`config.mk`:
```
export PLATFORM = sky130hd
export DESIGN_NAME = firmware_update_receiver
export DESIGN_NICKNAME = d
export VERILOG_FILES = /design/src/rtl/fwur_pkg.sv /design/src/rtl/fwur_front.sv /design/src/rtl/fwur_queue.sv /design/src/rtl/fwur_back.sv /design/src/rtl/firmware_update_receiver.sv
export VERILOG_INCLUDE_DIRS = /design/src /design/src/rtl
export SDC_FILE = /design/constraint.sdc
export NUM_CORES = 1
export LEC_CHECK = 0
export BUFFER_PORTS_ARGS = -buffer_cell sky130_fd_sc_hd__buf_2
export CAP_MARGIN = 20
export CORE_ASPECT_RATIO = 0.6
export CORE_MARGIN = 2
export CORE_UTILIZATION = 40
export CTS_CLUSTER_DIAMETER = 100
export CTS_CLUSTER_SIZE = 12
export DETAILED_ROUTE_END_ITERATION = 8
export MAX_ROUTING_LAYER = met4
export PLACE_DENSITY = 0.59
export SLEW_MARGIN = 0
export SYNTH_ARGS = -nofsm -noshare
export SYNTH_HDL_FRONTEND = slang
export SYNTH_HIERARCHICAL = 1
export SYNTH_SLANG_ARGS = --single-unit
```
`constraint.sdc`:
```
create_clock -name i_clk -period 13.6 [get_ports i_clk]
set_input_delay 1.36 -clock i_clk [delete_from_list [all_inputs] [get_ports i_clk]]
set_output_delay 1.36 -clock i_clk [all_outputs]
set_load 0.005 [all_outputs]
```
`src/rtl/firmware_update_receiver_macros.svh`:
```
// Assertion macros for the firmware update receiver.
// Both macros sample on i_clk and are disabled while i_rst_n is low.
`ifndef FIRMWARE_UPDATE_RECEIVER_MACROS_SVH
`define FIRMWARE_UPDATE_RECEIVER_MACROS_SVH

// The property must hold in the same cycle.
`define FWUR_ASSERT(label, prop, msg) \
    label: assert property (@(posedge i_clk) disable iff (!i_rst_n) (prop)) else $error(msg);

// The consequent must hold in the cycle after the antecedent.
`define FWUR_ASSERT_NEXT(label, ante, cons, msg) \
    label: assert property (@(posedge i_clk) disable iff (!i_rst_n) (ante) |=> (cons)) \
        else $error(msg);

`endif

```
`src/rtl/fwur_pkg.sv`:
```
// Package of the firmware update receiver: payload structs, codes and the CRC function.
// Used by every module of the block; depends on nothing.
`timescale 1ns / 1ps

package fwur_pkg;

    localparam int MAX_FRAME_BYTES_DEF = 1024;
    localparam int Q_DEPTH             = 2;
    localparam int Q_PTR_W             = $clog2(Q_DEPTH);
    localparam int Q_CNT_W             = $clog2(Q_DEPTH + 1);

    localparam logic [31:0] CRC_POLY = 32'h04C1_1DB7;
    localparam logic [31:0] CRC_INIT = 32'hFFFF_FFFF;
    localparam logic [31:0] CRC_TOP  = 32'h8000_0000;

    typedef enum logic [1:0] {
        OP_BEGIN = 2'd0,
        OP_DATA  = 2'd1,
        OP_END   = 2'd2,
        OP_OTHER = 2'd3
    } t_op;

    typedef enum logic [3:0] {
        ST_IGNORED   = 4'd0,
        ST_BEGIN_OK  = 4'd1,
        ST_WRITTEN   = 4'd2,
        ST_LEN_ERR   = 4'd3,
        ST_TOO_LARGE = 4'd4,
        ST_SIZE_BAD  = 4'd5,
        ST_CRC_BAD   = 4'd6,
        ST_COMPLETE  = 4'd7,
        ST_DISABLED  = 4'd8,
        ST_BEGIN_REJ = 4'd9
    } t_status;

    typedef enum logic {
        CFG_APP_BASE   = 1'b0,
        CFG_PART_BYTES = 1'b1
    } t_cfg_reg;

    typedef struct packed {
        logic [1:0]  opcode;
        logic [10:0] frame_length;
        logic [63:0] chunk_word;
        logic        swap_order;
        logic        last_chunk;
    } t_in_item;

    typedef struct packed {
        logic        flash_write;
        logic [31:0] flash_address;
        logic [63:0] flash_word;
        logic [3:0]  status;
    } t_out_item;

    // A word after classification by the front part.
    typedef struct packed {
        logic        first;      // first chunk of a frame
        t_op         op;
        logic        len_bad;    // data length not a multiple of 8 or too long
        logic        len_is4;
        logic        len_zero;
        logic [31:0] size;       // begin size after byte order fix
        logic        size_ok;
        logic [63:0] word;
        logic        last;
    } t_cmd;

    // MSB-first CRC step over one byte.
    function automatic logic [31:0] crc_byte(input logic [31:0] crc, input logic [7:0] b);
        logic [31:0] c;
        c = crc ^ {b, 24'h0};
        for (int k = 0; k < 8; k++) begin
            c = ((c & CRC_TOP) != 32'h0) ? ((c << 1) ^ CRC_POLY) : (c << 1);
        end
        return c;
    endfunction

    // Eight bytes, first byte in bits 7 to 0.
    function automatic logic [31:0] crc_word(input logic [31:0] crc, input logic [63:0] w);
        logic [31:0] c;
        c = crc;
        for (int b = 0; b < 8; b++) begin
            c = crc_byte(c, w[8*b +: 8]);
        end
        return c;
    endfunction

endpackage

```
`src/rtl/fwur_front.sv`:
```
// Front part: accepts input words, tracks frame boundaries and classifies each word.
// Depends on fwur_pkg.
`timescale 1ns / 1ps

module fwur_front import fwur_pkg::*; #(
    parameter int MAX_FRAME_BYTES = MAX_FRAME_BYTES_DEF
) (
    input  logic     i_clk,
    input  logic     i_rst_n,
    input  logic     i_in_valid,
    input  t_in_item i_in_item,
    input  logic     i_q_full,
    output logic     o_in_stall,
    output logic     o_push,
    output t_cmd     o_cmd
);

    logic r_inside;
    logic n_inside;
    logic [31:0] w_size_raw;

    assign o_in_stall = i_q_full;
    assign o_push     = i_in_valid && !i_q_full;
    assign w_size_raw = i_in_item.chunk_word[31:0];

    always_comb begin
        o_cmd.first    = !r_inside;
        o_cmd.op       = t_op'(i_in_item.opcode);
        o_cmd.len_bad  = (i_in_item.frame_length[2:0] != 3'd0)
                      || (32'(i_in_item.frame_length) > 32'(MAX_FRAME_BYTES));
        o_cmd.len_is4  = (i_in_item.frame_length == 11'd4);
        o_cmd.len_zero = (i_in_item.frame_length == 11'd0);
        o_cmd.size     = i_in_item.swap_order
                       ? {w_size_raw[7:0], w_size_raw[15:8], w_size_raw[23:16], w_size_raw[31:24]}
                       : w_size_raw;
        o_cmd.size_ok  = (o_cmd.size[2:0] == 3'd0);
        o_cmd.word     = i_in_item.chunk_word;
        o_cmd.last     = i_in_item.last_chunk;
    end

    // A frame is open from a word without the last mark up to the word that has it.
    always_comb begin
        n_inside = r_inside;
        if (o_push) begin
            n_inside = !i_in_item.last_chunk;
        end
    end

    always_ff @(posedge i_clk) begin
        if (!i_rst_n) begin
            r_inside <= 1'b0;
        end else begin
            r_inside <= n_inside;
        end
    end

endmodule

```
`src/rtl/fwur_queue.sv`:
```
// Two-entry queue of classified words between the front and the back part.
// Depends on fwur_pkg.
`timescale 1ns / 1ps

module fwur_queue import fwur_pkg::*; (
    input  logic               i_clk,
    input  logic               i_rst_n,
    input  logic               i_push,
    input  t_cmd               i_cmd,
    input  logic               i_pop,
    output logic               o_full,
    output logic               o_valid,
    output t_cmd               o_cmd,
    output logic [Q_CNT_W-1:0] o_count
);

    t_cmd               r_mem [Q_DEPTH];
    logic [Q_PTR_W-1:0] r_wr_ptr;
    logic [Q_PTR_W-1:0] r_rd_ptr;
    logic [Q_CNT_W-1:0] r_count;
    logic [Q_PTR_W-1:0] n_wr_ptr;
    logic [Q_PTR_W-1:0] n_rd_ptr;
    logic [Q_CNT_W-1:0] n_count;

    assign o_full  = (r_count == Q_CNT_W'(Q_DEPTH));
    assign o_valid = (r_count != '0);
    assign o_cmd   = r_mem[r_rd_ptr];
    assign o_count = r_count;

    always_comb begin
        n_wr_ptr = r_wr_ptr;
        n_rd_ptr = r_rd_ptr;
        n_count  = r_count;
        if (i_push) begin
            n_wr_ptr = (r_wr_ptr == Q_PTR_W'(Q_DEPTH - 1)) ? '0 : r_wr_ptr + 1'b1;
        end
        if (i_pop) begin
            n_rd_ptr = (r_rd_ptr == Q_PTR_W'(Q_DEPTH - 1)) ? '0 : r_rd_ptr + 1'b1;
        end
        if (i_push && !i_pop) begin
            n_count = r_count + 1'b1;
        end else if (!i_push && i_pop) begin
            n_count = r_count - 1'b1;
        end
    end

    always_ff @(posedge i_clk) begin
        if (i_push) begin
            r_mem[r_wr_ptr] <= i_cmd;
        end
    end

    always_ff @(posedge i_clk) begin
        if (!i_rst_n) begin
            r_wr_ptr <= '0;
            r_rd_ptr <= '0;
            r_count  <= '0;
        end else begin
            r_wr_ptr <= n_wr_ptr;
            r_rd_ptr <= n_rd_ptr;
            r_count  <= n_count;
        end
    end

endmodule

```
`src/rtl/fwur_back.sv`:
```
// Back part: runs the update state, the CRC and the byte count, and holds the output word.
// Depends on fwur_pkg.
`timescale 1ns / 1ps

module fwur_back import fwur_pkg::*; (
    input  logic      i_clk,
    input  logic      i_rst_n,
    input  logic      i_cfg_valid,
    input  t_cfg_reg  i_cfg_index,
    input  logic [31:0] i_cfg_data,
    input  logic      i_q_valid,
    input  t_cmd      i_cmd,
    output logic      o_pop,
    output logic      o_out_valid,
    output t_out_item o_out_item,
    input  logic      i_out_stall
);

    logic [31:0] r_app_base;
    logic [31:0] r_part_bytes;
    logic        r_enabled;
    logic        r_phase;
    logic [31:0] r_expected;
    logic [31:0] r_bytes;
    logic [31:0] r_crc;
    logic        r_dropping;
    logic        r_out_valid;
    t_out_item   r_out;

    logic        n_enabled;
    logic        n_phase;
    logic [31:0] n_expected;
    logic [31:0] n_bytes;
    logic [31:0] n_crc;
    logic        n_dropping;
    logic        n_out_valid;
    t_out_item   n_out;
    t_status     w_status;
    logic        w_data_ok;
    logic        w_write;
    logic [31:0] w_crc_next;

    assign o_pop       = i_q_valid && (!r_out_valid || !i_out_stall);
    assign o_out_valid = r_out_valid;
    assign o_out_item  = r_out;
    assign w_crc_next  = crc_word(r_crc, i_cmd.word);

    always_comb begin
        n_enabled  = r_enabled;
        n_phase    = r_phase;
        n_expected = r_expected;
        n_bytes    = r_bytes;
        n_crc      = r_crc;
        n_dropping = r_dropping;
        w_status   = ST_IGNORED;
        w_data_ok  = 1'b0;
        w_write    = 1'b0;

        if (!i_cmd.first) begin
            if (!r_dropping) begin
                w_status = ST_WRITTEN;
                w_write  = !i_cmd.len_zero;
            end
        end else if (!r_enabled) begin
            w_status = ST_DISABLED;
        end else if (!r_phase) begin
            if (i_cmd.op == OP_BEGIN) begin
                if (!i_cmd.len_is4 || !i_cmd.size_ok) begin
                    w_status = ST_BEGIN_REJ;
                end else begin
                    n_expected = i_cmd.size;
                    n_crc      = CRC_INIT;
                    n_bytes    = '0;
                    n_phase    = 1'b1;
                    w_status   = ST_BEGIN_OK;
                end
            end
        end else if (i_cmd.op == OP_DATA) begin
            // The length check takes precedence over the partition limit.
            if (i_cmd.len_bad) begin
                n_phase  = 1'b0;
                w_status = ST_LEN_ERR;
            end else if (r_bytes >= r_part_bytes) begin
                n_phase  = 1'b0;
                w_status = ST_TOO_LARGE;
            end else begin
                w_data_ok = 1'b1;
                w_status  = ST_WRITTEN;
                w_write   = !i_cmd.len_zero;
            end
        end else if (i_cmd.op == OP_END) begin
            n_phase = 1'b0;
            if (r_bytes != r_expected) begin
                w_status = ST_SIZE_BAD;
            end else if (!i_cmd.len_is4 || r_crc != i_cmd.word[31:0]) begin
                w_status = ST_CRC_BAD;
            end else begin
                n_enabled = 1'b0;
                w_status  = ST_COMPLETE;
            end
        end

        if (w_write) begin
            n_crc   = w_crc_next;
            n_bytes = r_bytes + 32'd8;
        end

        if (i_cmd.last) begin
            n_dropping = 1'b0;
        end else if (i_cmd.first) begin
            n_dropping = !w_data_ok;
        end

        n_out.flash_write   = w_write;
        n_out.flash_address = w_write ? (r_app_base + r_bytes) : 32'h0;
        n_out.flash_word    = w_write ? i_cmd.word : 64'h0;
        n_out.status        = w_status;

        n_out_valid = r_out_valid;
        if (o_pop) begin
            n_out_valid = 1'b1;
        end else if (!i_out_stall) begin
            n_out_valid = 1'b0;
        end
    end

    always_ff @(posedge i_clk) begin
        if (!i_rst_n) begin
            r_app_base   <= '0;
            r_part_bytes <= '0;
        end else if (i_cfg_valid) begin
            unique case (i_cfg_index)
                CFG_APP_BASE:   r_app_base   <= i_cfg_data;
                CFG_PART_BYTES: r_part_bytes <= i_cfg_data;
                default: ;
            endcase
        end
    end

    always_ff @(posedge i_clk) begin
        if (!i_rst_n) begin
            r_enabled   <= 1'b1;
            r_phase     <= 1'b0;
            r_expected  <= '0;
            r_bytes     <= '0;
            r_crc       <= CRC_INIT;
            r_dropping  <= 1'b0;
            r_out_valid <= 1'b0;
        end else begin
            r_out_valid <= n_out_valid;
            if (o_pop) begin
                r_enabled  <= n_enabled;
                r_phase    <= n_phase;
                r_expected <= n_expected;
                r_bytes    <= n_bytes;
                r_crc      <= n_crc;
                r_dropping <= n_dropping;
            end
        end
    end

    always_ff @(posedge i_clk) begin
        if (o_pop) begin
            r_out <= n_out;
        end
    end

endmodule

```
`src/rtl/firmware_update_receiver.sv`:
```
// Firmware update receiver: one result word for every accepted input word.
// Each accepted input word is written into the queue, and the back part registers its result
// in the output register when it takes the word from the queue.
// Throughput is one word per cycle while the output is not stalled, set by the combinational 64-bit CRC network.
// A two-entry queue parts front and back; downstream stall fills it before input stalls.
// Synchronous active-low reset: idle, update enabled, CRC all ones, registers zero.
`timescale 1ns / 1ps
`include "firmware_update_receiver_macros.svh"

module firmware_update_receiver import fwur_pkg::*; #(
    parameter int MAX_FRAME_BYTES = MAX_FRAME_BYTES_DEF
) (
    input  logic        i_clk,
    input  logic        i_rst_n,
    input  logic        i_in_valid,
    output logic        o_in_stall,
    input  t_in_item    i_in_item,
    output logic        o_out_valid,
    input  logic        i_out_stall,
    output t_out_item   o_out_item,
    input  logic        i_cfg_valid,
    output logic        o_cfg_ready,
    input  t_cfg_reg    i_cfg_index,
    input  logic [31:0] i_cfg_data
);

    logic               w_push;
    logic               w_pop;
    logic               w_q_full;
    logic               w_q_valid;
    logic [Q_CNT_W-1:0] w_q_count;
    t_cmd               w_cmd_in;
    t_cmd               w_cmd_out;

    assign o_cfg_ready = 1'b1;

    fwur_front #(
        .MAX_FRAME_BYTES(MAX_FRAME_BYTES)
    ) u_front (
        .i_clk      (i_clk),
        .i_rst_n    (i_rst_n),
        .i_in_valid (i_in_valid),
        .i_in_item  (i_in_item),
        .i_q_full   (w_q_full),
        .o_in_stall (o_in_stall),
        .o_push     (w_push),
        .o_cmd      (w_cmd_in)
    );

    fwur_queue u_queue (
        .i_clk   (i_clk),
        .i_rst_n (i_rst_n),
        .i_push  (w_push),
        .i_cmd   (w_cmd_in),
        .i_pop   (w_pop),
        .o_full  (w_q_full),
        .o_valid (w_q_valid),
        .o_cmd   (w_cmd_out),
        .o_count (w_q_count)
    );

    fwur_back u_back (
        .i_clk       (i_clk),
        .i_rst_n     (i_rst_n),
        .i_cfg_valid (i_cfg_valid && o_cfg_ready),
        .i_cfg_index (i_cfg_index),
        .i_cfg_data  (i_cfg_data),
        .i_q_valid   (w_q_valid),
        .i_cmd       (w_cmd_out),
        .o_pop       (w_pop),
        .o_out_valid (o_out_valid),
        .o_out_item  (o_out_item),
        .i_out_stall (i_out_stall)
    );

    `FWUR_ASSERT(a_write_status, !(o_out_valid && o_out_item.flash_write) || (o_out_item.status == ST_WRITTEN), "flash write without written status")
    `FWUR_ASSERT(a_status_range, !o_out_valid || (o_out_item.status <= ST_BEGIN_REJ), "status code out of range")
    `FWUR_ASSERT_NEXT(a_word_kept, i_in_valid && !o_in_stall, (w_q_count != '0) || o_out_valid, "accepted word was lost")

endmodule

```
==> results.tsv <==
stage	metric	value	unit
outcome	status	complete, no violations	
setup_path	Worst EP required	14.13	ns
setup_path	CP Class	flop to flop	
cts	Clk Latency, worst-skew pair	0.61	ns
setup_path	register-to-register setup slack	4.19	ns
timing	min cycle time layout	9.410	ns
synthesis	Gate Count Post-Synth	2243	
synthesis	Post-synth top flop	edfxtp_1	
routing	vias per inst	5.074	
synthesis	commonest cells in the netlist	366 x xnor2_1, 309 x edfxtp_1, 245 x nand2_1	
global_route	grt total ovfl	0	
timing	RSZ-0062 raised after global routing	no	
timing	Slew @ Worst Pin	1.042	ns
die	I/O Pins	221	
synthesis	Seq/Total Area, Yosys	46.20	%
die	# rows	74	
timing	setup violators final	0	
place	Port-buffer cells	219	
cts	post-CTS setup buffer count	0	
synthesis	Post-synth EDFFs	309	
hold_path	hold path cells	2	
cts	CTS Buf Count	45	
global_route	antenna violations before repair	9	
place	post-DP HPWL	57860	µm
synthesis	Synth top area share	33.96	%
synthesis	Netlist cell types	66	
layout	area grow syn2layout	10.58	%
die	Core Region	0.06778	mm²
synthesis	Synth area leader	edfxtp_1	
die	starting density of the core	40.31	%
routing	Avg WL per Cell	22.73	µm
die	Die Width	341.4	µm
routing	DRT Wirelength	75770	µm
timing	fin crit share	69.19	%
cts	Sink Count	476	
die	die height	206.4	µm
routing	Residual DRC	0	
synthesis	FFs w/ async S/R, synth	0	%
timing	Final Hold Fails	0	
layout	layout cells sized above 1	21.12	%
synthesis	Syn Area/Cell	12.18	µm²
cts	CTS resizes	0	
hold_path	Worst Hold End	u_back/r_app_base[0]	
hold_path	hold path startpoint	u_back/r_app_base[0]	
synthesis	top-count cell post-synth	xnor2_1	
setup_path	critical path startpoint category	flop	
global_route	GRT Util Overall	21.76	%
global_route	largest net degree at the start of global routing	71	
timing	Setup TNS	0	ns
flow_run	Max-Cap Viols	0	
global_route	number of global-route vias before repair	16010	
synthesis	top post-synthesis cells by area	edfxtp_1 34%, dfxtp_1 12%, xnor2_1 12%	
cts	CTS root buf	clkbuf_16	
timing	count of pins over their slew limit	0	
setup_path	CP arrival	9.94	ns
cts	CTS tree	done	
timing	Max Fclk	106.3	MHz
routing	router iterations before antenna repair	5	
cts	buffer depth of the longest clock path	3	
cts	Clock Pin Slew Worst Setup and Hold Paths	0.07	ns
die	die area	0.07048	mm²
synthesis	yosys warns	6	
setup_path	cells on worst reg2reg path	19	
layout	Nets	2562	
setup_path	Crit. End Element	flop	
place	Setup Slack @ Placement	4.312	ns
hold_path	worst hold path class	flop to flop	
timing	clk_skew	0.02549	ns
routing	Vias	16920	
timing	slew margin rel.	28.75	%
cts	# hold bufs at CTS	0	
synthesis	number of synthesized register bits	476	
setup_path	RR Endpoint	u_back/r_crc[19]	
synthesis	cell area after synthesis	0.02732	mm²
timing	slack of the critical path	4.190	ns
cts	H-tree Lvls	2	
setup_path	CP Max Fanout	53	
routing	post-route ant nets	0	
synthesis	Synthesized Nets	2419	
routing	drt first-iter violations	1680	
place	Final GP Congestion	0.9404	
global_route	first-pass GRT wire length	108800	µm
[final cells by class]
type / instances / area [µm²]
multi-input combinational: 1573 / 13650
clock buffer: 73 / 1231
inverter: 49 / 183.9
sequential: 476 / 12630
tap: 912 / 1141
fill: 6287 / 37560
clock inverter: 3 / 45.04
antenna: 7 / 17.52
timing repair buffer: 241 / 1314
[logic make-up after synthesis]
logic type                 Yosys count  synth area share [%]
xor gates and xnor gates           638                 26.20
other                                1               0.01373
and+or+nand+nor                    518                 8.871
buffers and inverters              194                 3.929
adders and majority gates           59                 2.702
DFF                                476                 46.20
AOI/OAI and AO/OA                  219                 5.573
muxes                              138                 6.517
[sequential cells by signal, summed over array words and instances (netlist names), 2 cells and up, named ones only]
name,count
u_back/r_bytes,29
u_back/o_out_item,101
u_back/r_part_bytes,32
u_back/r_expected,32
u_queue/o_count,2
u_queue/r_mem,208
u_back/r_crc,32
u_back/r_app_base,32
[critical path, stage by stage (launching register included)]
cell and delay, ns:
dfxtp_4 0.70, buf_4 0.78, mux2_2 0.47, xnor2_2 0.53
xor3_1 0.59, xnor2_1 0.51, xnor3_1 0.56, xnor2_1 0.23
xnor2_1 0.67, xor3_1 0.66, xor3_1 0.31, xnor2_1 0.60
xor2_1 0.30, xnor2_2 0.67, xor2_1 0.63, xor2_1 0.23
xnor2_1 0.31, xor2_1 0.30, o22ai_1 0.11, nand2_1 0.09
[per-layer routing]
layer	track usage [%]	routed length, µm
met5	-	0
met4	4.012	816
met3	5.298	6538
met2	26.25	28020
met1	35.26	40390
[how the worst max path moves through the flow]
stage               cells after the start          endpoint  slack [ns]
floorplan                               6  u_back/r_crc[15]        5.18
global placement                       21   u_back/r_crc[8]        4.19
detailed placement                     22  u_back/r_crc[23]        4.31
CTS                                    20  u_back/r_crc[23]        4.30
global route                           19  u_back/r_crc[19]        3.74
finish                                 19  u_back/r_crc[19]        4.19
[metrics by stage]
step           util, %  std cells  instance area (µm²)  hold slack [ns]
2_1_floorplan        -       2243                27320           0.4388
3_3_place_gp     42.56       3248                28840           0.4463
3_5_place_dp     42.60       3249                28870           0.4570
4_1_cts          44.48       3325                30150           0.4657
5_1_grt          44.57       3332                30210           0.4885
6_report         44.58       3334                30210           0.4605
[cell usage in the layout, fill, tap and decap left out, types with 9 or more instances in the layout]
master,netlist,routed
or3_1,12,12
a21boi_0,98,98
xnor2_2,46,46
xnor3_1,50,50
a21oi_1,26,26
clkbuf_16,0,45
nand2b_1,10,10
inv_1,49,48
xnor2_4,9,9
nand3_1,12,12
nand2_1,245,245
edfxtp_1,309,309
o21ai_0,22,22
mux2_2,75,75
nor3_1,27,27
o21a_1,15,15
xor3_1,11,11
and2_1,81,80
o211ai_1,14,14
clkbuf_1,59,28
nor4_1,16,16
xnor2_1,366,366
dfxtp_1,167,166
xor2_1,139,139
nor2_1,69,69
mux2_4,61,61
ha_1,59,59
buf_2,6,219
buf_4,69,19
nand4_1,17,17
Power is left out: the tool's default activity adds up to more than one toggle a clock period on the data nets, which glitch-free logic cannot reach.
